$ cat config.mk
export PLATFORM = sky130hd
export DESIGN_NAME = request_queue_steering
export DESIGN_NICKNAME = d
export VERILOG_FILES = /design/src/rtl/rqs_pkg.sv /design/src/rtl/rqs_ctrl.sv /design/src/rtl/rqs_datapath.sv /design/src/rtl/request_queue_steering.sv
export SDC_FILE = /design/constraint.sdc
export NUM_CORES = 2
export LEC_CHECK = 0
export ABC_CLOCK_PERIOD_IN_PS = 10300
export BUFFER_PORTS_ARGS = -buffer_cell sky130_fd_sc_hd__buf_2
export CAP_MARGIN = 15
export CORE_ASPECT_RATIO = 0.75
export CORE_MARGIN = 4
export CORE_UTILIZATION = 45
export DETAILED_ROUTE_END_ITERATION = 10
export PLACE_DENSITY = 0.59
export SKIP_LAST_GASP = 1
export SYNTH_ARGS = -nofsm -noshare
export SYNTH_HDL_FRONTEND = slang
export SYNTH_SLANG_ARGS = --single-unit
$ cat constraint.sdc
create_clock -name clock -period 10.3 [get_ports clock]
set_input_delay 0.515 -clock clock [delete_from_list [all_inputs] [get_ports clock]]
set_output_delay 0.515 -clock clock [all_outputs]
set_load 0.03 [all_outputs]
$ cat src/rtl/rqs_pkg.sv
`timescale 1ns / 1ps
`default_nettype none
// ----------------------------------------------------------------------------
// rqs_pkg
// Shared types, codes and default sizes for the request queue steering block.
// ----------------------------------------------------------------------------
package rqs_pkg;

   localparam int TARGET_SLOTS_DEFAULT = 64;
   localparam int MAX_QUEUES_DEFAULT   = 64;
   localparam int MAX_PENDING_DEFAULT  = 1024;

   localparam int TARGET_W     = 6;
   localparam int QUEUE_W      = 6;
   localparam int TICK_W       = 32;
   localparam int QCOUNT_W     = 7;
   localparam int CSR_INDEX_W  = 1;
   localparam int CSR_DATA_W   = 32;

   localparam logic [CSR_INDEX_W-1:0] CSR_QUEUE_COUNT = 1'b0;
   localparam logic [CSR_INDEX_W-1:0] CSR_QUIET_TICKS = 1'b1;

   localparam logic OP_SUBMIT   = 1'b0;
   localparam logic OP_COMPLETE = 1'b1;

   localparam logic [QCOUNT_W-1:0] QUEUE_COUNT_RESET = 7'd1;
   localparam logic [TICK_W-1:0]   QUIET_TICKS_RESET = 32'd100;

   typedef struct packed {
      logic                op;
      logic [TARGET_W-1:0] target;
      logic [QUEUE_W-1:0]  queue;
      logic [TICK_W-1:0]   now;
      logic                ring_accepts;
   } req_payload_type;

   typedef struct packed {
      logic [QUEUE_W-1:0] chosen_queue;
      logic               accepted;
      logic               moved;
      logic               queue_freed;
   } rsp_payload_type;

   typedef enum logic [2:0] {
      ST_SWEEP_INIT,
      ST_SWEEP_MAP,
      ST_IDLE,
      ST_QREAD,
      ST_EXEC
   } state_type;

   typedef struct packed {
      logic accept;
      logic load_queue;
      logic exec_fire;
      logic sweep_en;
      logic sweep_clear;
      logic sweep_restart;
   } cmd_type;

   typedef struct packed {
      logic req_submit;
      logic sweep_last;
      logic rsp_blocked;
   } status_type;

endpackage
`default_nettype wire

$ cat src/rtl/rqs_ctrl.sv
`timescale 1ns / 1ps
`default_nettype none
// ----------------------------------------------------------------------------
// rqs_ctrl
// Sequencer: init/map sweeps, item accept, queue count read and execute.
// ----------------------------------------------------------------------------
module rqs_ctrl (
   input  wire                  clock,
   input  wire                  reset,
   input  wire                  req_valid,
   input  wire                  qc_write,
   input  rqs_pkg::status_type  status,
   output rqs_pkg::cmd_type     cmd,
   output logic                 req_stall
);

   rqs_pkg::state_type state_ff;
   rqs_pkg::state_type state_in;

   always_ff @(posedge clock) begin
      if (reset) begin
         state_ff <= rqs_pkg::ST_SWEEP_INIT;
      end else begin
         state_ff <= state_in;
      end
   end

   always_comb begin
      state_in = state_ff;
      case (state_ff)
         rqs_pkg::ST_SWEEP_INIT, rqs_pkg::ST_SWEEP_MAP: begin
            if (!qc_write && status.sweep_last) begin
               state_in = rqs_pkg::ST_IDLE;
            end
         end
         rqs_pkg::ST_IDLE: begin
            if (qc_write) begin
               state_in = rqs_pkg::ST_SWEEP_MAP;
            end else if (req_valid) begin
               state_in = status.req_submit ? rqs_pkg::ST_QREAD : rqs_pkg::ST_EXEC;
            end
         end
         rqs_pkg::ST_QREAD: begin
            state_in = rqs_pkg::ST_EXEC;
         end
         rqs_pkg::ST_EXEC: begin
            if (!status.rsp_blocked) begin
               state_in = rqs_pkg::ST_IDLE;
            end
         end
         default: begin
            state_in = rqs_pkg::ST_SWEEP_INIT;
         end
      endcase
   end

   always_comb begin
      cmd               = '0;
      cmd.sweep_restart = qc_write;
      req_stall         = 1'b1;
      case (state_ff)
         rqs_pkg::ST_SWEEP_INIT: begin
            cmd.sweep_en    = 1'b1;
            cmd.sweep_clear = 1'b1;
         end
         rqs_pkg::ST_SWEEP_MAP: begin
            cmd.sweep_en = 1'b1;
         end
         rqs_pkg::ST_IDLE: begin
            // hold off the transfer while a queue count write lands
            req_stall  = qc_write;
            cmd.accept = req_valid && !qc_write;
         end
         rqs_pkg::ST_QREAD: begin
            cmd.load_queue = 1'b1;
         end
         rqs_pkg::ST_EXEC: begin
            cmd.exec_fire = !status.rsp_blocked;
         end
         default: begin
            req_stall = 1'b1;
         end
      endcase
   end

endmodule
`default_nettype wire

$ cat src/rtl/rqs_datapath.sv
`timescale 1ns / 1ps
`default_nettype none
// ----------------------------------------------------------------------------
// rqs_datapath
// Target and queue tables, free mask, configuration and result register.
// ----------------------------------------------------------------------------
module rqs_datapath #(
   parameter int TARGET_SLOTS = rqs_pkg::TARGET_SLOTS_DEFAULT,
   parameter int MAX_QUEUES   = rqs_pkg::MAX_QUEUES_DEFAULT,
   parameter int MAX_PENDING  = rqs_pkg::MAX_PENDING_DEFAULT
) (
   input  wire                                  clock,
   input  wire                                  reset,
   input  rqs_pkg::req_payload_type             req_payload,
   input  wire                                  csr_write_en,
   input  wire [rqs_pkg::CSR_INDEX_W-1:0]       csr_index,
   input  wire [rqs_pkg::CSR_DATA_W-1:0]        csr_write_data,
   input  rqs_pkg::cmd_type                     cmd,
   output rqs_pkg::status_type                  status,
   output logic                                 rsp_valid,
   input  wire                                  rsp_stall,
   output rqs_pkg::rsp_payload_type             rsp_payload
);

   localparam int TW        = (TARGET_SLOTS > 1) ? $clog2(TARGET_SLOTS) : 1;
   localparam int QW        = (MAX_QUEUES > 1) ? $clog2(MAX_QUEUES) : 1;
   localparam int PW        = $clog2(MAX_PENDING + 1);
   localparam int SWEEP_LEN = (TARGET_SLOTS > MAX_QUEUES) ? TARGET_SLOTS : MAX_QUEUES;
   localparam int SW        = (SWEEP_LEN > 1) ? $clog2(SWEEP_LEN) : 1;
   localparam int QCW       = rqs_pkg::QCOUNT_W;
   localparam logic [PW-1:0]  PEND_MAX = PW'(MAX_PENDING);
   localparam logic [QCW-1:0] QC_MAX   = QCW'(MAX_QUEUES);

   // tables
   logic [QW-1:0]             target_queue_ff [TARGET_SLOTS];
   logic [PW-1:0]             target_pending_ff [TARGET_SLOTS];
   logic [rqs_pkg::TICK_W-1:0] target_time_ff [TARGET_SLOTS];
   logic [PW-1:0]             queue_pending_ff [MAX_QUEUES];

   // configuration and queue state
   logic [QCW-1:0]             queue_count_ff;
   logic [rqs_pkg::TICK_W-1:0] quiet_ticks_ff;
   logic [MAX_QUEUES-1:0]      free_ff;
   logic [MAX_QUEUES-1:0]      free_in;
   logic [QW-1:0]              lowest_ff;
   logic [QW-1:0]              lowest_in;
   logic                       any_free_ff;
   logic [SW-1:0]              sweep_idx_ff;
   logic [QW-1:0]              sweep_mod_ff;

   // item registers
   rqs_pkg::req_payload_type   item_ff;
   logic [QW-1:0]              tq_rd_ff;
   logic [PW-1:0]              tp_rd_ff;
   logic [rqs_pkg::TICK_W-1:0] tl_rd_ff;
   logic [PW-1:0]              qpa_rd_ff;
   logic [PW-1:0]              qpb_rd_ff;

   rqs_pkg::rsp_payload_type   rsp_payload_ff;
   rqs_pkg::rsp_payload_type   rsp_payload_in;
   logic                       rsp_valid_ff;

   // index narrowing
   logic [TW+rqs_pkg::TARGET_W-1:0] req_tgt_wide;
   logic [QW+rqs_pkg::QUEUE_W-1:0]  req_q_wide;
   logic [TW+rqs_pkg::TARGET_W-1:0] item_tgt_wide;
   logic [QW+rqs_pkg::QUEUE_W-1:0]  item_q_wide;
   logic [TW+SW-1:0]                sweep_tgt_wide;
   logic [QW+SW-1:0]                sweep_q_wide;
   logic [TW-1:0]                   req_tidx;
   logic [QW-1:0]                   req_qidx;
   logic [TW-1:0]                   item_tidx;
   logic [QW-1:0]                   item_qidx;
   logic [TW-1:0]                   sweep_tidx;
   logic [QW-1:0]                   sweep_qidx;

   assign req_tgt_wide   = {{TW{1'b0}}, req_payload.target};
   assign req_q_wide     = {{QW{1'b0}}, req_payload.queue};
   assign item_tgt_wide  = {{TW{1'b0}}, item_ff.target};
   assign item_q_wide    = {{QW{1'b0}}, item_ff.queue};
   assign sweep_tgt_wide = {{TW{1'b0}}, sweep_idx_ff};
   assign sweep_q_wide   = {{QW{1'b0}}, sweep_idx_ff};
   assign req_tidx       = req_tgt_wide[TW-1:0];
   assign req_qidx       = req_q_wide[QW-1:0];
   assign item_tidx      = item_tgt_wide[TW-1:0];
   assign item_qidx      = item_q_wide[QW-1:0];
   assign sweep_tidx     = sweep_tgt_wide[TW-1:0];
   assign sweep_qidx     = sweep_q_wide[QW-1:0];

   logic sweep_tgt_ok;
   logic sweep_q_ok;
   logic item_tgt_ok;
   logic item_q_ok;

   assign sweep_tgt_ok = 32'(sweep_idx_ff) < TARGET_SLOTS;
   assign sweep_q_ok   = 32'(sweep_idx_ff) < MAX_QUEUES;
   assign item_tgt_ok  = 32'(item_ff.target) < TARGET_SLOTS;
   assign item_q_ok    = 32'(item_ff.queue) < MAX_QUEUES;

   // configuration decode
   logic           qc_write;
   logic           qt_write;
   logic [QCW-1:0] qc_raw;
   logic [QCW-1:0] qc_clamped;
   logic [MAX_QUEUES-1:0] qc_mask;

   always_comb begin
      qc_write = 1'b0;
      qt_write = 1'b0;
      case (csr_index)
         rqs_pkg::CSR_QUEUE_COUNT: qc_write = csr_write_en;
         rqs_pkg::CSR_QUIET_TICKS: qt_write = csr_write_en;
         default: begin
            qc_write = 1'b0;
            qt_write = 1'b0;
         end
      endcase
   end

   assign qc_raw = csr_write_data[QCW-1:0];

   always_comb begin
      qc_clamped = qc_raw;
      if (qc_raw == '0) begin
         qc_clamped = QCW'(1);
      end else if (qc_raw > QC_MAX) begin
         qc_clamped = QC_MAX;
      end
      for (int i = 0; i < MAX_QUEUES; i++) begin
         qc_mask[i] = QCW'(i) < qc_clamped;
      end
   end

   always_ff @(posedge clock) begin
      if (reset) begin
         queue_count_ff <= rqs_pkg::QUEUE_COUNT_RESET;
         quiet_ticks_ff <= rqs_pkg::QUIET_TICKS_RESET;
      end else begin
         if (qc_write) begin
            queue_count_ff <= qc_clamped;
         end
         if (qt_write) begin
            quiet_ticks_ff <= csr_write_data[rqs_pkg::TICK_W-1:0];
         end
      end
   end

   // sweep counters: table index and running index modulo queue count
   logic [QCW-1:0] sweep_mod_next;

   assign sweep_mod_next = QCW'(sweep_mod_ff) + QCW'(1);

   always_ff @(posedge clock) begin
      if (reset || cmd.sweep_restart) begin
         sweep_idx_ff <= '0;
         sweep_mod_ff <= '0;
      end else if (cmd.sweep_en) begin
         sweep_idx_ff <= sweep_idx_ff + SW'(1);
         sweep_mod_ff <= (sweep_mod_next == queue_count_ff) ? '0 : sweep_mod_next[QW-1:0];
      end
   end

   assign status.sweep_last  = sweep_idx_ff == SW'(SWEEP_LEN - 1);
   assign status.req_submit  = req_payload.op == rqs_pkg::OP_SUBMIT;
   assign status.rsp_blocked = rsp_valid_ff && rsp_stall;

   // lowest free queue, registered
   always_comb begin
      lowest_in = '0;
      for (int i = MAX_QUEUES - 1; i >= 0; i--) begin
         if (free_ff[i]) begin
            lowest_in = QW'(i);
         end
      end
   end

   always_ff @(posedge clock) begin
      lowest_ff   <= lowest_in;
      any_free_ff <= |free_ff;
   end

   // table reads
   always_ff @(posedge clock) begin
      if (cmd.accept) begin
         item_ff   <= req_payload;
         tq_rd_ff  <= target_queue_ff[req_tidx];
         tp_rd_ff  <= target_pending_ff[req_tidx];
         tl_rd_ff  <= target_time_ff[req_tidx];
         qpa_rd_ff <= queue_pending_ff[req_qidx];
      end else if (cmd.load_queue) begin
         qpa_rd_ff <= queue_pending_ff[tq_rd_ff];
         qpb_rd_ff <= queue_pending_ff[lowest_ff];
      end
   end

   // item execution
   logic                       is_submit;
   logic [rqs_pkg::TICK_W-1:0] elapsed;
   logic                       do_move;
   logic [QW-1:0]              cur_queue;
   logic [PW-1:0]              qp_sel;
   logic [PW-1:0]              qp_inc;
   logic [PW-1:0]              tp_inc;
   logic                       do_qdec;
   logic                       do_tdec;
   logic                       freed;

   assign is_submit = item_ff.op == rqs_pkg::OP_SUBMIT;
   assign elapsed   = item_ff.now - tl_rd_ff;
   assign do_move   = item_tgt_ok && (tp_rd_ff == '0) && (elapsed >= quiet_ticks_ff) &&
                      (qpa_rd_ff != '0) && any_free_ff;
   assign cur_queue = do_move ? lowest_ff : tq_rd_ff;
   assign qp_sel    = do_move ? qpb_rd_ff : qpa_rd_ff;
   assign qp_inc    = (qp_sel >= PEND_MAX) ? PEND_MAX : qp_sel + PW'(1);
   assign tp_inc    = (tp_rd_ff >= PEND_MAX) ? PEND_MAX : tp_rd_ff + PW'(1);
   assign do_qdec   = item_q_ok && (qpa_rd_ff != '0);
   assign do_tdec   = item_tgt_ok && (tp_rd_ff != '0);
   assign freed     = do_qdec && (qpa_rd_ff == PW'(1)) &&
                      ({1'b0, item_ff.queue} < queue_count_ff);

   // table write ports
   logic                       tq_we;
   logic [TW-1:0]              tq_wa;
   logic [QW-1:0]              tq_wd;
   logic                       tp_we;
   logic [TW-1:0]              tp_wa;
   logic [PW-1:0]              tp_wd;
   logic                       tl_we;
   logic [TW-1:0]              tl_wa;
   logic [rqs_pkg::TICK_W-1:0] tl_wd;
   logic                       qp_we;
   logic [QW-1:0]              qp_wa;
   logic [PW-1:0]              qp_wd;

   always_comb begin
      tq_we = 1'b0;
      tq_wa = item_tidx;
      tq_wd = lowest_ff;
      tp_we = 1'b0;
      tp_wa = item_tidx;
      tp_wd = tp_inc;
      tl_we = 1'b0;
      tl_wa = item_tidx;
      tl_wd = item_ff.now;
      qp_we = 1'b0;
      qp_wa = cur_queue;
      qp_wd = qp_inc;
      if (cmd.sweep_en) begin
         tq_we = sweep_tgt_ok;
         tq_wa = sweep_tidx;
         tq_wd = sweep_mod_ff;
         tp_we = sweep_tgt_ok && cmd.sweep_clear;
         tp_wa = sweep_tidx;
         tp_wd = '0;
         tl_we = sweep_tgt_ok && cmd.sweep_clear;
         tl_wa = sweep_tidx;
         tl_wd = '0;
         qp_we = sweep_q_ok && cmd.sweep_clear;
         qp_wa = sweep_qidx;
         qp_wd = '0;
      end else if (cmd.exec_fire) begin
         if (is_submit) begin
            tq_we = do_move;
            tp_we = item_tgt_ok;
            tl_we = item_tgt_ok;
            qp_we = item_tgt_ok && item_ff.ring_accepts;
         end else begin
            tp_we = do_tdec;
            tp_wd = tp_rd_ff - PW'(1);
            qp_we = do_qdec;
            qp_wa = item_qidx;
            qp_wd = qpa_rd_ff - PW'(1);
         end
      end
   end

   always_ff @(posedge clock) begin
      if (tq_we) begin
         target_queue_ff[tq_wa] <= tq_wd;
      end
      if (tp_we) begin
         target_pending_ff[tp_wa] <= tp_wd;
      end
      if (tl_we) begin
         target_time_ff[tl_wa] <= tl_wd;
      end
      if (qp_we) begin
         queue_pending_ff[qp_wa] <= qp_wd;
      end
   end

   // free mask
   always_comb begin
      free_in = free_ff;
      if (qc_write) begin
         free_in = qc_mask;
      end else if (cmd.exec_fire) begin
         if (is_submit && do_move) begin
            free_in[lowest_ff] = 1'b0;
         end else if (!is_submit && freed) begin
            free_in[item_qidx] = 1'b1;
         end
      end
   end

   always_ff @(posedge clock) begin
      if (reset) begin
         free_ff <= MAX_QUEUES'(1);
      end else begin
         free_ff <= free_in;
      end
   end

   // result register
   always_comb begin
      rsp_payload_in = '0;
      if (is_submit) begin
         if (item_tgt_ok) begin
            rsp_payload_in.chosen_queue = rqs_pkg::QUEUE_W'(cur_queue);
            rsp_payload_in.accepted     = item_ff.ring_accepts;
            rsp_payload_in.moved        = do_move;
         end
      end else begin
         rsp_payload_in.chosen_queue = item_ff.queue;
         rsp_payload_in.queue_freed  = freed;
      end
   end

   always_ff @(posedge clock) begin
      if (reset) begin
         rsp_valid_ff <= 1'b0;
      end else if (cmd.exec_fire) begin
         rsp_valid_ff <= 1'b1;
      end else if (!rsp_stall) begin
         rsp_valid_ff <= 1'b0;
      end
   end

   always_ff @(posedge clock) begin
      if (cmd.exec_fire) begin
         rsp_payload_ff <= rsp_payload_in;
      end
   end

   assign rsp_valid   = rsp_valid_ff;
   assign rsp_payload = rsp_payload_ff;

endmodule
`default_nettype wire

$ cat src/rtl/request_queue_steering.sv
`timescale 1ns / 1ps
`default_nettype none
// ----------------------------------------------------------------------------
// request_queue_steering
// Picks the request queue for each target's submits and tracks completions.
// ----------------------------------------------------------------------------
// Usage:
//   req_*  : one submit or completion per transfer (req_valid high, req_stall
//            low). rsp_* : one result per item, in order.
//   csr_*  : write-only registers, queue count (index 0) and quiet ticks
//            (index 1); write them only while no item is in flight.
// Sequence:
//   A completion passes through the target table read, then execute; a
//   submit adds a queue read state between them, because the queue counts of the
//   target's current queue and of the lowest free queue are read from the
//   queue table after the target table read. The controller holds one item
//   at a time, so no new transfer is taken until the last item has left
//   execute.
// Reset and reconfiguration:
//   After reset a sweep over max(TARGET_SLOTS, MAX_QUEUES) entries clears the
//   pending counts and time stamps and loads the target map; req_stall is
//   held high meanwhile. A queue count write stalls req_* in its cycle and
//   starts a map sweep of the same length.
// Receiver stall:
//   The result register holds its transfer while rsp_stall is high; the next
//   item is still accepted and waits in execute until the register frees.
// ----------------------------------------------------------------------------
module request_queue_steering #(
   parameter int TARGET_SLOTS = rqs_pkg::TARGET_SLOTS_DEFAULT,
   parameter int MAX_QUEUES   = rqs_pkg::MAX_QUEUES_DEFAULT,
   parameter int MAX_PENDING  = rqs_pkg::MAX_PENDING_DEFAULT
) (
   input  wire                              clock,
   input  wire                              reset,
   input  wire                              req_valid,
   output logic                             req_stall,
   input  rqs_pkg::req_payload_type         req_payload,
   output logic                             rsp_valid,
   input  wire                              rsp_stall,
   output rqs_pkg::rsp_payload_type         rsp_payload,
   input  wire                              csr_write_en,
   input  wire [rqs_pkg::CSR_INDEX_W-1:0]   csr_index,
   input  wire [rqs_pkg::CSR_DATA_W-1:0]    csr_write_data
);

   rqs_pkg::cmd_type    cmd;
   rqs_pkg::status_type status;
   logic                qc_write;

   // a queue count write restarts the map sweep
   assign qc_write = csr_write_en && (csr_index == rqs_pkg::CSR_QUEUE_COUNT);

   rqs_ctrl u_ctrl (
      .clock     (clock),
      .reset     (reset),
      .req_valid (req_valid),
      .qc_write  (qc_write),
      .status    (status),
      .cmd       (cmd),
      .req_stall (req_stall)
   );

   rqs_datapath #(
      .TARGET_SLOTS (TARGET_SLOTS),
      .MAX_QUEUES   (MAX_QUEUES),
      .MAX_PENDING  (MAX_PENDING)
   ) u_datapath (
      .clock          (clock),
      .reset          (reset),
      .req_payload    (req_payload),
      .csr_write_en   (csr_write_en),
      .csr_index      (csr_index),
      .csr_write_data (csr_write_data),
      .cmd            (cmd),
      .status         (status),
      .rsp_valid      (rsp_valid),
      .rsp_stall      (rsp_stall),
      .rsp_payload    (rsp_payload)
   );

endmodule
`default_nettype wire
==> summary.md <==
| Metric | Value |
|---|---|
| RePlAce Congestion | `0.924` |
| Crit path max fanout | `11` |
| Count of filler cells inserted in the layout | `29,777` |
| Post-Syn Area | `172,000 sq um` |
| Syn nets | `8,684` |
| Switch Pwr | `roughly 12 mW` |
| FF-to-FF path depth | `24` |
| Element type at the critical path end | `register` |
| Crit path DAT | `slightly below 9 ns` |
| Status | `finished, final reports clean` |
| Post-DP HPWL | `300,000 um` |
| Dpl ws | `roughly 2.0 ns` |
| Root Buffer | `clkbuf_16` |
| Worst Hold Path Cells | `1` |
| Tcrit/Tclk final | `0.812` |
| DRT Pass-1 Iters | `9` |
| R2R Path End | `u_datapath.queue_pending_ff[36][6]` |
| Antenna violations before repair | `36` |
| Type of the most critical hold path | `primary input to register` |
| Clock transition at path regs | `about 0.06 ns` |
| Core ar. | `between 300,000 and 400,000 sq um` |
| Synthesized instance count | `roughly 8,500` |
| Clock power frac | `0.340` |
| CTS tree | `yes` |
| Skew-Pair Late Insertion Delay | `just under 1 ns` |
| Share of layout cells above drive strength 1 | `0.291` |
| Final wirelength | `~520,000 um` |
| Distinct cell type count after synthesis | `88` |
| Final Skew | `0.0703 ns` |
| Synth top area share | `0.694` |
| Final setup violation count | `0` |
| Via density per instance | `about 6.7` |
| Clk buf depth | `4` |
| DRC | `0` |
| Max Cap Viol | `0` |
| Seq cells post-synth | `4,092` |
| Relative slew slack | `0.0966` |
| Clock buffer count from CTS | `around 400` |
| Die width | `around 720 um` |
| DR iter-0 viols | `14,870` |
| Routed WL per cell | `approximately 37 um` |
| Port bufs | `between 90 and 100` |
| Int Pwr | `around 30 mW` |
| Setup TNS | `0 ns` |
| Number of global-route vias before repair | `~92,000` |
| Num rows | `roughly 200` |
| Final slew viol count | `0` |
| Fin nets | `roughly 9,000` |
| Post-synth EDFFs | `3,966` |
| Critical Path Source Type | `register` |
| Antenna viol nets, final | `0` |
| Max VDD drop | `between 0.2 and 0.25 mV` |
| Synth warn | `0` |
| Worst r2r src | `u_datapath.item_ff[1]` |
| Switching Share | `0.280` |
| Clock net sink count | `4,092` |
| Largest net degree at the start of global routing | `between 100 and 150` |
| Post-cts resize count | `0` |
| Syn avg cell area | `20.1 sq um` |
| Reg2Reg Setup Slack | `1.94 ns` |
| Yosys top cell by area | `edfxtp_1` |
| Combinational Power Share | `0.169` |
| Fin worst setup slack | `between 1.5 and 2 ns` |
| Worst-Margin Slew | `1.36 ns` |
| Setup Fix Bufs, Post-CTS | `0` |
| WS Path Type | `register to register` |
| DR vias | `94,833` |
| Main synth FF type | `edfxtp_1` |
| Time the worst path needs with I/O delays and setup | `8.36 ns` |
| Syn-to-layout area delta | `12.8%` |
| Chip height | `between 500 and 600 um` |
| PD cells | `about 220 nW/um^2` |
| First-pass GRT wire length | `729,000 um` |
| Die footprint | `approximately 400,000 sq um` |
| Reg power frac | `0.491` |
| Main area contributors after synthesis | `edfxtp_1 69%, mux4_2 19%, dfxtp_1 1.5%, a22oi_1 1.3%, nor2_1 0.85%` |
| Async SR Flop Fraction | `0` |
| Post-synth top cells | `3,966 x edfxtp_1, 1,475 x mux4_2, 389 x nor2_1, 387 x clkbuf_1, 289 x a22oi_1` |
| Register area share after synthesis | `0.709` |
| Worst setup path start | `u_datapath.item_ff[1]` |
| Initial Util | `0.452` |
| RSZ-0062 raised after global routing | `false` |
| H-tree depth | `5` |
| GRT overflow | `0` |
| Overall Global Routing Usage | `0.263` |
| FMAX | `around 120 MHz` |
| Lkg Pwr | `60.6 nW` |
| Final hold vios | `0` |
| Top-count cell post-synth | `edfxtp_1` |
| Hold Path Sink | `u_datapath.item_tidx[2]` |
| Total I/O pin count | `95` |
| Worst Path Required | `approximately 11 ns` |
| Hold Path Origin | `req_payload[41]` |
==> how the worst max path moves through the flow <==
stage,depth (start not counted),to
2_1_floorplan,31,u_datapath.queue_pending_ff[0][10]
3_3_place_gp,24,u_datapath.queue_pending_ff[53][9]
3_5_place_dp,24,u_datapath.queue_pending_ff[44][0]
4_1_cts,24,u_datapath.queue_pending_ff[44][5]
5_1_grt,24,u_datapath.queue_pending_ff[36][6]
6_report,24,u_datapath.queue_pending_ff[36][6]
==> critical path, cell delays in order (launching register included) <==
cell      delay [ns]
edfxtp_1        0.37
inv_1           0.13
ha_1            0.19
inv_1           0.06
fa_1            0.42
a211oi_1        0.34
o21ai_0         0.22
nand4_1         0.16
a31oi_1         0.16
o21ai_0         0.28
nand2b_1        0.10
a21o_1          0.21
a21o_1          0.18
a21oi_1         0.17
xnor2_1         0.16
ha_1            0.27
o21ai_0         0.16
o21ai_0         0.12
a221oi_1        0.90
o211ai_1        0.59
nand3_1         0.27
a31oi_1         0.18
o32ai_1         0.44
nand2_1         0.68
nor2_1          1.18
==> cell type report <==
class                           instances  area, sq um  share of cell area
Antenna cell                           11         27.5            0.000142
Clock buffer                          497        10400              0.0538
Clock inverter                        224         2330              0.0120
Inverter                              105          399             0.00206
Multi-Input combinational cell       3758        48400               0.250
Sequential cell                      4092       122000               0.628
Tap cell                             5049         6320              0.0326
Timing Repair Buffer                  478         4180              0.0216
==> layer usage <==
metal	up-vias	track usage	routed length [um]
met5	-	0	64
met4	12	0.0643	13200
met3	827	0.0849	68000
met2	6268	0.367	222000
met1	50826	0.401	218000
li1	36900	-	-
==> sequential cells by signal (all words and copies together) (netlist names) <==
| name | flops |
|---|---|
| u_ctrl.state_ff | 3 |
| u_datapath.any_free_ff | 1 |
| u_datapath.free_ff | 64 |
| u_datapath.item_ff | 34 |
| u_datapath.item_qidx | 6 |
| u_datapath.item_tidx | 6 |
| u_datapath.lowest_ff | 6 |
| u_datapath.qpa_rd_ff | 11 |
| u_datapath.qpb_rd_ff | 11 |
| u_datapath.queue_count_ff | 7 |
| u_datapath.queue_pending_ff | 704 |
| u_datapath.quiet_ticks_ff | 32 |
| u_datapath.rsp_payload | 9 |
| u_datapath.rsp_valid | 1 |
| u_datapath.sweep_idx_ff | 6 |
| u_datapath.sweep_mod_ff | 6 |
| u_datapath.target_pending_ff | 704 |
| u_datapath.target_queue_ff | 384 |
| u_datapath.target_time_ff | 2048 |
| u_datapath.tl_rd_ff | 32 |
| u_datapath.tp_rd_ff | 11 |
| u_datapath.tq_rd_ff | 6 |
==> cells by family (layout without fill, tap and decap cells) <==
| family | after synthesis | count (layout) | synth area share |
|---|---|---|---|
| AO/OA/AOI/OAI | 1026 | 1026 | 0.0411 |
| XOR/XNOR | 60 | 60 | 0.00306 |
| adder cells (fa/ha/maj) | 77 | 77 | 0.00566 |
| buffers and inverters | 673 | 1304 | 0.0151 |
| flip-flops | 4092 | 4092 | 0.709 |
| multiplexers | 1525 | 1525 | 0.197 |
| other | 0 | 11 | 0 |
| AND/OR/NAND/NOR | 1070 | 1070 | 0.0296 |
==> power by group through the flow <==
stage | logic [mW] | registers (mW) | clock network, mW
after floorplan | 3.59 | 21.3 | 0
after global placement | 6.72 | 21.3 | 0
after detailed placement | 6.92 | 21.4 | 0
after CTS | 6.96 | 21.0 | 14.8
after global routing | 7.55 | 21.0 | 15.5
final | 7.24 | 21.0 | 14.5
==> timing repair <==
| action | in CTS | in global routing |
|---|---|---|
| endpoints found under the setup margin | 0 | 0 |
| hold buffers | 68 | 0 |
| hold endpoints to repair | 73 | 0 |
==> through the flow <==
step           total power, mW  hold WS [ns]  utilization  cell area, sq um  instances
6_report                  42.8        0.0975        0.510            194000      14214
5_1_grt                   44.1        0.0921        0.510            194000      14207
4_1_cts                   42.7        0.0259        0.508            193000      14150
3_5_place_dp              28.3         0.451        0.472            179000      13361
3_3_place_gp              28.0         0.447        0.472            179000      13352
2_1_floorplan             24.9         0.436            -            172000       8523
==> cell usage in the layout (no fill, tap or decap), drive strengths merged, types with 22 or more instances in the layout <==
cell         synthesis  routed
o22ai               33      33
nor4                24      24
mux4              1475    1475
xnor2               39      39
a21oi              195     195
nand3               95      95
dfxtp              126     126
a22o                55      55
clkinv               0     152
inv                105     122
o21ai              136     136
bufinv               0      41
dlygate4sd3          0      68
a221oi              64      64
nand2              222     222
and2                47      47
o31ai               23      23
a31oi               47      47
clkbuf             389     497
nor2               391     391
a22oi              289     289
nor3                78      78
edfxtp            3966    3966
o211ai              27      27
a21o                29      29
nand2b              25      25
and3                22      22
ha                  76      76
mux2                29      29
nand4               75      75
buf                179     410
o21a                25      25
Power figures use the tool's default switching activity.
